### src/rtl/dntp_pkg.sv
// Shared types and constants for the decimal number text parser.
`default_nettype none

package dntp_pkg;

   // Widths of the result fields and of the digit counters
   localparam int unsigned MANT_W  = 63;
   localparam int unsigned EXP_W   = 16;
   localparam int unsigned COUNT_W = 14;

   localparam logic [COUNT_W-1:0] COUNT_MAX = 14'h3FFF;

   // Character codes the scanner recognizes
   localparam logic [7:0] CH_POINT = 8'h2E;  // '.'
   localparam logic [7:0] CH_UPPER_E = 8'h45; // 'E'
   localparam logic [7:0] CH_LOWER_E = 8'h65; // 'e'
   localparam logic [7:0] CH_PLUS  = 8'h2B;  // '+'
   localparam logic [7:0] CH_MINUS = 8'h2D;  // '-'
   localparam logic [7:0] CH_ZERO  = 8'h30;  // '0'
   localparam logic [7:0] CH_NINE  = 8'h39;  // '9'

   // Item kinds
   localparam logic FUNC_CHAR = 1'b0;
   localparam logic FUNC_EOL  = 1'b1;

   typedef struct packed {
      logic       func;
      logic [7:0] ch;
   } req_word_type;

   typedef struct packed {
      logic                     negative;
      logic [MANT_W-1:0]        mantissa;
      logic signed [EXP_W-1:0]  decimal_exponent;
      logic                     overflow;
   } rsp_word_type;

   typedef enum logic [7:0] {
      ST_START    = 8'b0000_0001,
      ST_SIGN     = 8'b0000_0010,
      ST_INT      = 8'b0000_0100,
      ST_POINT    = 8'b0000_1000,
      ST_FRAC     = 8'b0001_0000,
      ST_EXP_MARK = 8'b0010_0000,
      ST_EXP_SIGN = 8'b0100_0000,
      ST_EXP_DIG  = 8'b1000_0000
   } scan_state_type;

endpackage

`default_nettype wire

### src/rtl/decimal_number_text_parser.sv
// Top level of the decimal number text parser: character scanner with one result per line.
//
// Usage:
//   req_*  : one word per character (func = 0, ch = byte) or an end-of-line word
//            (func = 1, ch ignored). The scanner takes an optional sign, integer
//            digits, a point with fraction digits and an exponent introduced by
//            E or e; characters that do not fit the current scan state are ignored.
//   rsp_*  : one word per end-of-line word: sign, saturated decimal mantissa,
//            power of ten (signed exponent minus fraction digit count) and an
//            overflow flag. All scan state then returns to line start.
//   Path:    an end-of-line word goes through the input register, then the result
//            register, which drives rsp_*.
//   Throughput: one word per cycle while no end-of-line word waits on a held result.
//            Each character costs one pass through a shift-and-add multiply by ten and a saturation check.
//   Stall: while a result waits on rsp_ready the input register keeps taking
//            character words; only an end-of-line word behind a held result
//            waits, and req_ready drops once that word fills the input register.
//   Reset: synchronous, active high; clears both valid flags and all scan state,
//            so the first line after reset starts clean.
`default_nettype none

module decimal_number_text_parser #(
   parameter int unsigned MANTISSA_BITS = 63
) (
   input  wire                     clock,
   input  wire                     reset,
   input  wire                     req_valid,
   output logic                    req_ready,
   input  dntp_pkg::req_word_type  req_data,
   output logic                    rsp_valid,
   input  wire                     rsp_ready,
   output dntp_pkg::rsp_word_type  rsp_data
);

   localparam int unsigned MB  = MANTISSA_BITS;
   localparam int unsigned MW  = dntp_pkg::MANT_W;
   localparam int unsigned EW  = dntp_pkg::EXP_W;
   localparam int unsigned CW  = dntp_pkg::COUNT_W;
   localparam int unsigned MPW = MB + 4;   // room for value * 10 + 9
   localparam int unsigned XPW = CW + 4;

   // Input register
   logic                   in_valid_ff;
   dntp_pkg::req_word_type in_data_ff;

   // Scan state
   dntp_pkg::scan_state_type state_ff, state_in;
   logic [MB-1:0] digit_ff, digit_in;
   logic [CW-1:0] frac_ff, frac_in;
   logic [CW-1:0] exp_ff, exp_in;
   logic          exp_neg_ff, exp_neg_in;
   logic          val_neg_ff, val_neg_in;
   logic          sat_ff, sat_in;

   // Result register
   logic                   rsp_valid_ff;
   dntp_pkg::rsp_word_type rsp_data_ff, rsp_data_in;

   logic out_free;
   logic proc;
   logic is_eol;

   // Character classes
   logic [7:0] ch;
   logic       is_dig, is_e, is_sign, is_minus, is_point;
   logic [3:0] dig_val;

   logic mant_step, frac_step, exp_step;
   logic [MPW-1:0] mant_prod;
   logic [XPW-1:0] exp_prod;

   logic signed [EW-1:0] exp_signed;
   logic signed [EW-1:0] pow_ten;

   // Handshake: a character word never needs the result slot
   assign is_eol    = (in_data_ff.func == dntp_pkg::FUNC_EOL);
   assign out_free  = !rsp_valid_ff || rsp_ready;
   assign proc      = in_valid_ff && (!is_eol || out_free);
   assign req_ready = !in_valid_ff || proc;

   assign rsp_valid = rsp_valid_ff;
   assign rsp_data  = rsp_data_ff;

   always_comb begin
      ch       = in_data_ff.ch;
      is_dig   = (ch >= dntp_pkg::CH_ZERO) && (ch <= dntp_pkg::CH_NINE);
      is_e     = (ch == dntp_pkg::CH_UPPER_E) || (ch == dntp_pkg::CH_LOWER_E);
      is_minus = (ch == dntp_pkg::CH_MINUS);
      is_sign  = (ch == dntp_pkg::CH_PLUS) || is_minus;
      is_point = (ch == dntp_pkg::CH_POINT);
      dig_val  = ch[3:0];   // low nibble of an ASCII digit is its value
   end

   // Multiply by ten as shift-and-add, one three-term add per path
   assign mant_prod = (MPW'(digit_ff) << 3) + (MPW'(digit_ff) << 1) + MPW'(dig_val);
   assign exp_prod  = (XPW'(exp_ff) << 3) + (XPW'(exp_ff) << 1) + XPW'(dig_val);

   // Result fields from the state left by earlier characters
   always_comb begin
      exp_signed = exp_neg_ff ? -EW'(exp_ff) : EW'(exp_ff);
      pow_ten    = exp_signed - EW'(frac_ff);
      rsp_data_in.negative         = val_neg_ff;
      rsp_data_in.mantissa         = MW'(digit_ff);
      rsp_data_in.decimal_exponent = pow_ten;
      rsp_data_in.overflow         = sat_ff;
   end

   // Scanner next state
   always_comb begin
      state_in   = state_ff;
      digit_in   = digit_ff;
      frac_in    = frac_ff;
      exp_in     = exp_ff;
      exp_neg_in = exp_neg_ff;
      val_neg_in = val_neg_ff;
      sat_in     = sat_ff;
      mant_step  = 1'b0;
      frac_step  = 1'b0;
      exp_step   = 1'b0;

      unique case (state_ff)
         dntp_pkg::ST_START, dntp_pkg::ST_SIGN: begin
            if (is_point) begin
               state_in = dntp_pkg::ST_POINT;
            end else if (state_ff == dntp_pkg::ST_START && is_sign) begin
               state_in   = dntp_pkg::ST_SIGN;
               val_neg_in = is_minus;
            end else if (is_dig) begin
               state_in  = dntp_pkg::ST_INT;
               mant_step = 1'b1;
            end
         end
         dntp_pkg::ST_INT: begin
            if (is_point) begin
               state_in = dntp_pkg::ST_FRAC;
            end else if (is_e) begin
               state_in = dntp_pkg::ST_EXP_MARK;
            end else if (is_dig) begin
               mant_step = 1'b1;
            end
         end
         dntp_pkg::ST_POINT: begin
            if (is_dig) begin
               state_in  = dntp_pkg::ST_FRAC;
               mant_step = 1'b1;
               frac_step = 1'b1;
            end
         end
         dntp_pkg::ST_FRAC: begin
            if (is_e) begin
               state_in = dntp_pkg::ST_EXP_MARK;
            end else if (is_dig) begin
               mant_step = 1'b1;
               frac_step = 1'b1;
            end
         end
         dntp_pkg::ST_EXP_MARK: begin
            if (is_sign) begin
               state_in   = dntp_pkg::ST_EXP_SIGN;
               exp_neg_in = is_minus;
            end else if (is_dig) begin
               state_in = dntp_pkg::ST_EXP_DIG;
               exp_step = 1'b1;
            end
         end
         dntp_pkg::ST_EXP_SIGN, dntp_pkg::ST_EXP_DIG: begin
            if (is_dig) begin
               state_in = dntp_pkg::ST_EXP_DIG;
               exp_step = 1'b1;
            end
         end
         default: begin
            state_in = state_ff;
         end
      endcase

      // Saturate the mantissa when value * 10 + digit spills past MB bits
      if (mant_step) begin
         if (mant_prod[MPW-1:MB] != '0) begin
            digit_in = '1;
            sat_in   = 1'b1;
         end else begin
            digit_in = mant_prod[MB-1:0];
         end
      end

      if (frac_step) begin
         if (frac_ff == dntp_pkg::COUNT_MAX) begin
            sat_in = 1'b1;
         end else begin
            frac_in = frac_ff + CW'(1);
         end
      end

      if (exp_step) begin
         if (exp_prod > XPW'(dntp_pkg::COUNT_MAX)) begin
            exp_in = dntp_pkg::COUNT_MAX;
            sat_in = 1'b1;
         end else begin
            exp_in = exp_prod[CW-1:0];
         end
      end

      // End of line: drop everything back to line start
      if (is_eol) begin
         state_in   = dntp_pkg::ST_START;
         digit_in   = '0;
         frac_in    = '0;
         exp_in     = '0;
         exp_neg_in = 1'b0;
         val_neg_in = 1'b0;
         sat_in     = 1'b0;
      end
   end

   // Input register: hold a word until the scanner takes it
   always_ff @(posedge clock) begin
      if (reset) begin
         in_valid_ff <= 1'b0;
      end else if (req_ready) begin
         in_valid_ff <= req_valid;
      end
      if (req_ready && req_valid) begin
         in_data_ff <= req_data;
      end
   end

   // Scan state: advance on every processed word
   always_ff @(posedge clock) begin
      if (reset) begin
         state_ff   <= dntp_pkg::ST_START;
         digit_ff   <= '0;
         frac_ff    <= '0;
         exp_ff     <= '0;
         exp_neg_ff <= 1'b0;
         val_neg_ff <= 1'b0;
         sat_ff     <= 1'b0;
      end else if (proc) begin
         state_ff   <= state_in;
         digit_ff   <= digit_in;
         frac_ff    <= frac_in;
         exp_ff     <= exp_in;
         exp_neg_ff <= exp_neg_in;
         val_neg_ff <= val_neg_in;
         sat_ff     <= sat_in;
      end
   end

   // Result register: load on end of line, drop once taken
   always_ff @(posedge clock) begin
      if (reset) begin
         rsp_valid_ff <= 1'b0;
      end else if (proc && is_eol) begin
         rsp_valid_ff <= 1'b1;
      end else if (rsp_ready) begin
         rsp_valid_ff <= 1'b0;
      end
      if (proc && is_eol) begin
         rsp_data_ff <= rsp_data_in;
      end
   end

   // An end-of-line word leaves a result and a clean scanner behind
   a_eol_clears: assert property (@(posedge clock) disable iff (reset)
      (proc && is_eol) |=> (rsp_valid_ff && state_ff == dntp_pkg::ST_START &&
                            digit_ff == '0 && !sat_ff))
      else $error("end of line did not clear the scanner");

   // Overflow is sticky within a line
   a_sat_sticky: assert property (@(posedge clock) disable iff (reset)
      (sat_ff && !(proc && is_eol)) |=> sat_ff)
      else $error("overflow flag dropped inside a line");

   // No mantissa digits before the first digit state
   a_digit_state: assert property (@(posedge clock) disable iff (reset)
      (digit_ff != '0) |-> !(state_ff == dntp_pkg::ST_START ||
                             state_ff == dntp_pkg::ST_SIGN ||
                             state_ff == dntp_pkg::ST_POINT))
      else $error("mantissa digits in a state that holds none");

   // Fraction digits only exist once the fraction has started
   a_frac_state: assert property (@(posedge clock) disable iff (reset)
      (frac_ff != '0) |-> !(state_ff == dntp_pkg::ST_START ||
                            state_ff == dntp_pkg::ST_SIGN ||
                            state_ff == dntp_pkg::ST_INT ||
                            state_ff == dntp_pkg::ST_POINT))
      else $error("fraction count set before any fraction digit");

   // A held result never gets overwritten
   a_no_overwrite: assert property (@(posedge clock) disable iff (reset)
      (rsp_valid_ff && !rsp_ready) |-> !(proc && is_eol))
      else $error("result overwritten while stalled");

endmodule

`default_nettype wire
### config.mk
export PLATFORM = sky130hd
export DESIGN_NAME = decimal_number_text_parser
export DESIGN_NICKNAME = d
export VERILOG_FILES = /design/src/rtl/dntp_pkg.sv /design/src/rtl/decimal_number_text_parser.sv
export SDC_FILE = /design/constraint.sdc
export NUM_CORES = 1
export LEC_CHECK = 0
export BUFFER_PORTS_ARGS = -buffer_cell sky130_fd_sc_hd__buf_4
export CELL_PAD_IN_SITES_DETAIL_PLACEMENT = 1
export CELL_PAD_IN_SITES_GLOBAL_PLACEMENT = 2
export CORE_UTILIZATION = 42
export CTS_CLUSTER_DIAMETER = 50
export DETAILED_ROUTE_END_ITERATION = 10
export GPL_TIMING_DRIVEN = 0
export PLACE_DENSITY = 0.95
export SYNTH_ARGS = -nofsm -noshare
export SYNTH_HDL_FRONTEND = slang
export SYNTH_SLANG_ARGS = --single-unit
### constraint.sdc
create_clock -name clock -period 10 [get_ports clock]
set_clock_uncertainty 0.05 [all_clocks]
set_input_delay 0.5 -clock clock [delete_from_list [all_inputs] [get_ports clock]]
set_output_delay 0.5 -clock clock [all_outputs]
set_load 0.01 [all_outputs]
==> run_results.csv, run 1 <==
group,metric,value,unit
status,status,"completed",
cells_and_area,fin_area,15200,um2
power,p_sw,0.382,mW
sta,worstMarginPinSlew,1150,ps
die,ios,96,
clocking,htreeDepth,4,
sta,fin_crit,5150,ps
power,p_sw_share,22.8,%
clocking,clkSinkCount,194,
place,port_buffers,95,
power,finalPower,1.67,mW
cells_and_area,fill_cells,3544,
sta,finalCritPeriodShare,51.5,%
place,dp_cells,1904,
grt,grt_pass1_wl,63900,um
synth,ys_top_cells_by_count,"168 x ha_1, 140 x a21oi_1, 120 x nand2_1, 104 x dfxtp_1, 90 x edfxtp_1",
sta,setup_tns,0,ps
synth,synth-adder-area-share,16.5,%
sta,max_slew_margin,22.8,%
sta,setup_viol_count_final,0,
cells_and_area,antenna_cells,0,
cells_and_area,nNetsFinal,1713,
worst_setup_path,path_cells,"fa_1 > ha_1 > a211oi_2 > o211ai_1 > a22o_1 > a211oi_1 > o31ai_1 > a31oi_1 > mux2_2 > a211oi_4 > a21oi_4 > buf_6 > a221o_1",
synth,ys_seq_elements,194,
synth,synth_edf_count,90,
drt,wl_per_cell,20.2,um
die,num_rows,64,
worst_setup_path,start_kind,"register",
cells_and_area,drive_gt1_share,10.6,%
power,p_leak,6.78,nW
place,dp_hpwl,30100,um
min_path,hold_class,"in -> reg",
sta,timing.hold.ws,176,ps
clocking,clk_latency,450,ps
synth,synth_most_common_cell,"ha_1",
place,gp_congestion,0.875,
synth,ys.flop_type,"dfxtp_1",
synth,yosysWarnings,0,
synth,yosys.area_share.simple,13.8,%
clocking,cts_buffers,17,
synth,yosysSeqAreaShare,35.9,%
sta,finalHoldViolCount,0,
synth,synthMuxAreaShare,0.263,%
place,dpl_cell_area,14500,um2
grt,grt_overflow_total,0,
die,initial_core_util,43.1,%
sta,report.final.slew_viol_count,0,
flow_run,maxCapViolCount,0,
sta,fmaxAchievable,0.194,GHz
synth,async_reset_ff_share,0,%
worst_setup_path,critPathSlowestCell,"a211oi_1",
die,die_w,180,um
worst_setup_path,path_max_fanout,10,
drt,vias,11700,
clocking,cts-root-buf,"clkbuf_16",
cells_and_area,fin_cells,1936,
power,seq_power_share,50.1,%
power,internal_power,1.29,mW
synth,netlist_instances,1413,
clocking,cts_tree,"yes",
grt,grt_antenna_before_repair,0,
sta,timing.final.ws_setup,4850,ps
synth,synth_area,13300,um2
synth,synth.distinct_cells,85,
synth,synth_compound_area_share,23.7,%
synth,synthTopCellsByArea,"edfxtp_1 20%, ha_1 16%, dfxtp_1 16%",
grt,grt_usage,24.4,%
power,power_frac_clock,46.7,%
synth,synth.net_count,1599,
synth,synth_top_family_by_area,"compound AO/OA/AOI/OAI gates",
clocking,cts_resized,0,
drt,drc,0,
drt,routed_via_density,6.02,
drt,firstDrtPassIters,6,
drt,ant_nets,0,
place,post-place-ws,4940,ps
drt,drtIter0Drc,687,
cells_and_area,ff_latch_area,4780,um2
power,power_density,110,nW/um2
cells_and_area,multiInputGateArea,8110,um2
power,p_comb_share,3.2,%
grt,grt_pass1_vias,12100,
sta,rsz0062_at_grt,"no",
clocking,clk_pin_slew_worst_paths,80,ps
clocking,postCtsSetupRepairBufs,0,
synth,yosysTopAreaCellShare,20.3,%
die,core,30900,um2
grt,grt_max_degree,90,
worst_setup_path,slowest_delay,720,ps
cells_and_area,areaGrowthSynthToFinish,14.1,%
power,peakVddDrop,0.000122,V
worst_setup_path,end_kind,"register",
worst_setup_path,worstSetupPathType,"reg -> reg",
cells_and_area,finish.utilization,49.2,%
clocking,cts_hold_buf,0,
worst_setup_path,arrival,5430,ps
worst_setup_path,cp.required,10280,ps
die,die_h,180,um
synth,synth_xor_area_share,6.57,%
die,die-area,32500,um2
drt,route.final.wire_length,39200,um
synth,synth_top_cell_by_area,"edfxtp_1",
synth,avgSynthCellArea,9.43,um2
clocking,clockBufferDepth,2,
[final cells by class]
type / instances / share of cell area (%)
clock buffers: 18 / 2.96
flip-flops and latches: 194 / 31.5
plain buffers: 56 / 1.65
inverters: 48 / 1.22
repair buffers: 95 / 4.69
clock inverters: 14 / 1.37
multi-input cells: 1115 / 53.4
well taps: 396 / 3.26
[path summary, 6_finish.rpt]
kind	from	endpoint	slack, ps	cells past startpoint
setup / recovery	ch[3]$_DFFE_PP_	digit_ff[57]$_SDFFE_PP0P_	4850	13
hold / removal	req_data[3]	ch[3]$_DFFE_PP_	180	1
setup reg to reg	ch[3]$_DFFE_PP_	digit_ff[57]$_SDFFE_PP0P_	4850	13
hold reg to reg	val_neg_ff$_SDFFE_PP0P_	rsp_data[80]$_DFFE_PP_	410	0
[per-layer routing]
layer / wire length, um / GRT usage, % / vias to the layer above
met1: 18100 / 31.8 / 5800
li1: - / - / 5574
met4: 699 / 6.91 / 0
met3: 1430 / 3.15 / 46
met5: 0 / 0 / -
met2: 18900 / 42.2 / 232
[power by group through the flow]
stage                     sequential, mW  combinational (mW)  clock, mW
after floorplan                    0.859              0.0263          0
after global placement             0.858              0.0520          0
after detailed placement           0.857              0.0536          0
after CTS                          0.839              0.0539      0.798
after global routing               0.840              0.0584      0.823
final                              0.839              0.0534      0.782
[layout by cell type (no fill, tap or decap), types with 14 or more instances in the layout]
master	Yosys	final
ha_1	168	168
a21oi_1	140	140
nand2_1	120	120
dfxtp_1	104	104
buf_4	2	97
edfxtp_1	90	90
nor2_1	85	85
xnor2_1	64	64
o21ai_0	60	60
inv_1	47	47
clkbuf_1	46	46
a21o_1	37	37
xor2_1	36	36
nand3_1	32	32
a221o_1	32	32
nor3_1	26	26
a31oi_1	21	21
and3_1	20	20
clkbuf_16	0	18
a221oi_1	17	17
a22oi_1	16	16
o21a_1	15	15
and2_1	14	14
[kinds of logic (layout without fill, tap and decap cells)]
family,count (synthesis),count (layout)
XOR/XNOR,100,100
buffers and inverters,104,231
multiplexers,3,3
adder cells (fa/ha/maj),173,173
AND/OR/NAND/NOR,381,381
AO/OA/AOI/OAI,458,458
flip-flops,194,194
[worst max-delay path, delay by kind of cell, from the launching register on]
kind | cells | cell delay (ps)
compound gates | 9 | 2920
fa+ha+maj | 2 | 890
buf+inv | 1 | 210
flops | 1 | 550
mux | 1 | 390
[flip-flops by register name (all words and copies together), names as in the netlist]
| signal | cells |
|---|---|
| ch | 8 |
| digit_ff | 63 |
| exp_ff | 14 |
| exp_neg_ff | 1 |
| frac_ff | 14 |
| in_valid_ff | 1 |
| is_eol | 1 |
| rsp_data | 81 |
| rsp_valid | 1 |
| sat_ff | 1 |
| state_ff | 8 |
| val_neg_ff | 1 |
(Power assumes the default switching activity.)
==> inputs of run 2 (changes only) <==
Settings changed: CORE_UTILIZATION 42 to 35, PLACE_DENSITY 0.95 to 0.85.
Clock period 10 ns to 4.48 ns, I/O delays scaled along.
==> run 2 against run 1 <==
Fmax increased by 18%. Wire length is 1.4% higher. Core utilization down 7.6 points. Sequential share of layout area is 0.83 points lower. Sequential power increased by 120%. Non-clock buffer count is 24 higher. Combinational power up 150%. Final cell count rose by 7.2%. Highest routed layer unchanged.
==> run_results.csv, run 2 (synthesized netlist as in run 1, its figures left out) <==
group,metric,value,unit
place,post-place-ws,-692,ps
cells_and_area,fin_area,15600,um2
drt,drtIter0Drc,624,
drt,ant_nets,0,
die,num_rows,71,
cells_and_area,drive_gt1_share,12.1,%
drt,wl_per_cell,19.1,um
worst_setup_path,cp.required,4770,ps
drt,routed_via_density,5.56,
power,peakVddDrop,0.000288,V
cells_and_area,nNetsFinal,1737,
place,dp_cells,2019,
clocking,clockBufferDepth,2,
die,die_w,197,um
flow_run,maxCapViolCount,0,
cells_and_area,antenna_cells,0,
grt,grt_usage,21.0,%
power,p_leak,6.93,nW
worst_setup_path,path_max_fanout,10,
cells_and_area,areaGrowthSynthToFinish,17.2,%
sta,setup_tns,0,ps
worst_setup_path,arrival,4640,ps
cells_and_area,final_cell_mix,"168 x ha_1, 139 x a21oi_1, 120 x nand2_1",
place,dp_hpwl,30400,um
grt,met2_usage,34.4,%
drt,firstDrtPassIters,5,
grt,grt_max_degree,90,
grt,global_route.usage.met1,28.1,%
die,core,37600,um2
sta,finalHoldViolCount,0,
worst_setup_path,worstRegToRegCells,14,
sta,finalCritPeriodShare,97.2,%
drt,drc,0,
place,port_buffers,95,
worst_setup_path,rr_endpoint,"digit_ff[23]$_SDFFE_PP0P_",
clocking,cts-root-buf,"clkbuf_16",
sta,fin_crit,4350,ps
sta,max_slew_margin,31.4,%
clocking,cts_buffers,17,
clocking,htreeDepth,4,
cells_and_area,largest_reg_flops,81,
worst_setup_path,end_kind,"register",
worst_setup_path,worstSetupPathType,"reg -> reg",
drt,vias,11500,
place,gp_congestion,0.870,
die,ios,96,
grt,grt_pass1_wl,63900,um
power,power_density,230,nW/um2
grt,grt_pass1_vias,11900,
sta,setup_viol_count_final,0,
clocking,clkSinkCount,194,
sta,timing.final.ws_setup,127,ps
grt,grt_overflow_total,0,
clocking,cts_tree,"yes",
power,finalPower,3.60,mW
grt,top_usage_layer,"met2",
sta,worstMarginPinSlew,1020,ps
place,dpl_cell_area,14700,um2
grt,grt_antenna_before_repair,0,
grt,grt.met3_usage,2.63,%
worst_setup_path,reg2reg_slack,130,ps
min_path,whs_path_depth,3,
sta,fmaxAchievable,0.230,GHz
drt,route.final.wire_length,39700,um
cells_and_area,fin_cells,2075,
min_path,min_from,"reset",
die,die_h,197,um
worst_setup_path,reg2reg_from,"ch[2]$_DFFE_PP_",
die,die-area,38900,um2
cells_and_area,fill_cells,4291,
status,status,"completed",
die,initial_core_util,35.5,%
clocking,clk_pin_slew_worst_paths,80,ps
sta,report.final.slew_viol_count,0,
min_path,hold_path_end,"sat_ff$_SDFFE_PP0P_",
clocking,clk_latency,460,ps
cells_and_area,final_common_cell,"ha_1",
worst_setup_path,start_kind,"register",
min_path,hold_class,"in -> reg",
[run 2: changes by cell type in the layout (fill, tap and decap cells not counted), moves of 2 or more]
cell and delta:
buf_6 +3, o31ai_1 -2, buf_4 +10, clkinv_8 +3
bufinv_16 -4, o31ai_2 +2, o311ai_1 -2, dlygate4sd3_1 +11
[run 2: worst max path at each step]
stage	start	endpoint	slack (ps)	cells past startpoint
final	ch[2]$_DFFE_PP_	digit_ff[23]$_SDFFE_PP0P_	130	14
after global routing	ch[2]$_DFFE_PP_	digit_ff[23]$_SDFFE_PP0P_	-60	14
after CTS	ch[3]$_DFFE_PP_	digit_ff[24]$_SDFFE_PP0P_	7	14
after detailed placement	ch[3]$_DFFE_PP_	digit_ff[11]$_SDFFE_PP0P_	-690	13
after global placement	is_eol$_DFFE_PP_	digit_ff[9]$_SDFFE_PP0P_	-1650	9
after floorplan	is_eol$_DFFE_PP_	digit_ff[13]$_SDFFE_PP0P_	370	9
[run 2: per-stage QoR]
stage | utilization (%) | hold slack [ps]
2_1_floorplan | - | 273
3_3_place_gp | 39.1 | 353
3_5_place_dp | 39.1 | 354
4_1_cts | 41.2 | 217
5_1_grt | 41.6 | 240
6_report | 41.6 | 239
[run 2: worst max-delay path, cell delays in order (launching register included)]
cell and delay (ps):
edfxtp_1 540, ha_1 350, ha_1 230, fa_1 250, a21o_1 200, a31oi_2 160
o21ai_1 250, nand3_1 240, o311ai_4 490, a21oi_2 150, o21ai_1 290, mux2i_4 400
a21oi_4 160, buf_6 190, a221o_1 260
[run 2: power by group]
| part | internal, mW | leakage (nW) | total (mW) | switching [mW] |
|---|---|---|---|---|
| clock | 0.811 | 0.300 | 1.60 | 0.785 |
| sequential | 1.86 | 1.76 | 1.87 | 0.0113 |
| combinational | 0.0447 | 4.86 | 0.131 | 0.0864 |
[run 2: timing repair]
item / in CTS / in global routing
hold endpoints to repair: 11 / 0
hold buffers: 11 / 0
pin swaps: 2 / 7
gates resized for setup: 8 / 14
endpoints found under the setup margin: 64 / 72
buffers inserted: 6 / 7
[run 2: area by class of cell]
cell class	count	area [um2]	share of cell area, %
Clock buffer	20	480	3.08
Tap cell	511	639	4.09
Multi-Input combinational cell	1115	8220	52.6
Inverter	48	185	1.19
Clock inverter	12	130	0.833
Buffer	56	258	1.65
Timing Repair Buffer	119	925	5.92
Sequential cell	194	4790	30.6
[run 2: routing by layer]
metal	part of all wire (%)	vias up	routed length, um
li1	-	5616	-
met1	48	5699	19000
met2	47	184	18600
met3	2.7	46	1080
met4	2.5	0	988
met5	0	-	0
==> inputs of run 3 (changes only) <==
Settings changed: PLACE_DENSITY 0.85 to not set, PLACE_DENSITY_LB_ADDON set to 0.1.
==> run 3 against run 2 <==
First-iteration DRC count fell by 3.4%. Critical path depth unchanged. Core utilization about the same. Clock power increased by 3%. Wire length grew 3.0%. Sequential share of layout area hardly changed. Sequential power barely moved. Setup slack worse by 12 ps. Via count down 1.1%. Final area is essentially flat. Global-route usage increased by 0.87 points. Critical path type unchanged. Critical endpoint is now digit_ff[44]$_SDFFE_PP0P_.
==> run_results.csv, run 3 (synthesized netlist as in run 1, its figures left out) <==
group,metric,value,unit
drt,firstDrtPassIters,4,
clocking,clkSinkCount,194,
sta,setup_tns,0,ps
sta,fin_crit,4370,ps
cells_and_area,largest_reg_flops,81,
power,p_leak,6.92,nW
worst_setup_path,rr_endpoint,"digit_ff[44]$_SDFFE_PP0P_",
place,dp_cells,2019,
cells_and_area,fill_cells,4346,
drt,vias,11400,
place,port_buffers,95,
worst_setup_path,reg2reg_slack,110,ps
sta,max_slew_margin,19.4,%
sta,worstMarginPinSlew,1180,ps
worst_setup_path,arrival,4650,ps
die,num_rows,71,
grt,grt_pass1_vias,11700,
drt,route.final.wire_length,40900,um
grt,grt_antenna_before_repair,0,
drt,routed_via_density,5.51,
cells_and_area,final_common_cell,"ha_1",
clocking,clockBufferDepth,2,
cells_and_area,areaGrowthSynthToFinish,17.1,%
worst_setup_path,worstRegToRegCells,14,
cells_and_area,drive_gt1_share,12.1,%
drt,drc,0,
clocking,cts_buffers,17,
sta,timing.hold.ws,281,ps
clocking,clk_latency,460,ps
worst_setup_path,start_kind,"register",
sta,finalHoldViolCount,0,
sta,finalCritPeriodShare,97.4,%
place,gp_congestion,0.843,
status,status,"completed",
worst_setup_path,path_max_fanout,10,
clocking,cts-root-buf,"clkbuf_16",
die,die-area,38900,um2
worst_setup_path,reg2reg_from,"ch[3]$_DFFE_PP_",
worst_setup_path,cp.required,4760,ps
die,die_w,197,um
place,dp_hpwl,31800,um
grt,grt_overflow_total,0,
worst_setup_path,end_kind,"register",
drt,ant_nets,0,
die,core,37600,um2
worst_setup_path,worstSetupPathType,"reg -> reg",
sta,fmaxAchievable,0.229,GHz
clocking,htreeDepth,4,
sta,report.final.slew_viol_count,0,
drt,drtIter0Drc,603,
clocking,cts_tree,"yes",
cells_and_area,fin_cells,2070,
drt,wl_per_cell,19.8,um
min_path,whs_path_depth,3,
cells_and_area,final_cell_mix,"167 x ha_1, 138 x a21oi_1, 120 x nand2_1",
flow_run,maxCapViolCount,0,
power,finalPower,3.65,mW
min_path,min_from,"reset",
power,peakVddDrop,0.000272,V
grt,grt_usage,21.8,%
cells_and_area,nNetsFinal,1732,
grt,grt_max_degree,90,
die,die_h,197,um
sta,setup_viol_count_final,0,
min_path,hold_path_end,"sat_ff$_SDFFE_PP0P_",
cells_and_area,antenna_cells,0,
die,ios,96,
grt,grt_pass1_wl,66200,um
die,initial_core_util,35.5,%
clocking,clk_pin_slew_worst_paths,80,ps
power,power_density,234,nW/um2
min_path,hold_class,"in -> reg",
-- run 3: report_power, final --
group / internal [mW] / switching (mW)
combinational: 0.0446 / 0.0884
sequential: 1.86 / 0.0112
clock: 0.902 / 0.746
total: 2.81 / 0.846
-- run 3: repair_timing --
action | in CTS | in global routing
cloned | 0 | 0
hold buffers | 11 | 0
pin swaps | 2 | 7
resized for setup | 10 | 17
buffers inserted | 4 | 4
endpoints found under the setup margin | 64 | 60
endpoints found under the hold margin | 11 | 0
-- run 3: worst max-delay path by stage --
stage               slack (ps)                   endpoint  cells after the start        startpoint
floorplan                  370  digit_ff[13]$_SDFFE_PP0P_                      9  is_eol$_DFFE_PP_
global placement         -1760  digit_ff[23]$_SDFFE_PP0P_                      9  is_eol$_DFFE_PP_
detailed placement        -760  digit_ff[44]$_SDFFE_PP0P_                     13   ch[3]$_DFFE_PP_
CTS                        -20  digit_ff[50]$_SDFFE_PP0P_                     14   ch[3]$_DFFE_PP_
global route               -20  digit_ff[44]$_SDFFE_PP0P_                     14   ch[3]$_DFFE_PP_
finish                     110  digit_ff[44]$_SDFFE_PP0P_                     14   ch[3]$_DFFE_PP_
-- run 3: layout make-up --
type	instances	area [um2]	area share, %
sequential	194	4790	30.7
timing repair buffer	114	883	5.66
buffer	56	259	1.66
clock buffer	20	479	3.07
multi-input combinational	1115	8240	52.8
inverter	48	185	1.19
tap	511	639	4.10
clock inverter	12	138	0.882
-- run 3: worst max-delay path, cell delays in order (launching register included) --
cell	delay, ps
edfxtp_1	440
fa_2	610
ha_4	230
a211oi_4	250
o211ai_1	230
a22oi_4	270
a31oi_4	170
a41o_4	330
a31o_4	270
a2111o_1	450
a211oi_4	200
buf_4	180
a21oi_4	110
buf_6	180
a221o_1	280
-- run 3: layer usage --
layer | routed length (um) | global-route usage (%) | up-vias
li1 | - | - | 5614
met1 | 20900 | 31.5 | 5634
met2 | 18500 | 34.5 | 143
met3 | 1000 | 3.11 | 24
met4 | 437 | 4.48 | 0
met5 | 0 | 0 | -
-- run 3: metrics by stage --
stage	instance area, um2	utilization (%)	worst slack [ps]
2_1_floorplan	13300	-	369
3_3_place_gp	14700	39.1	-1760
3_5_place_dp	14700	39.1	-761
4_1_cts	15500	41.2	-22.4
5_1_grt	15600	41.5	-15.3
6_report	15600	41.5	114
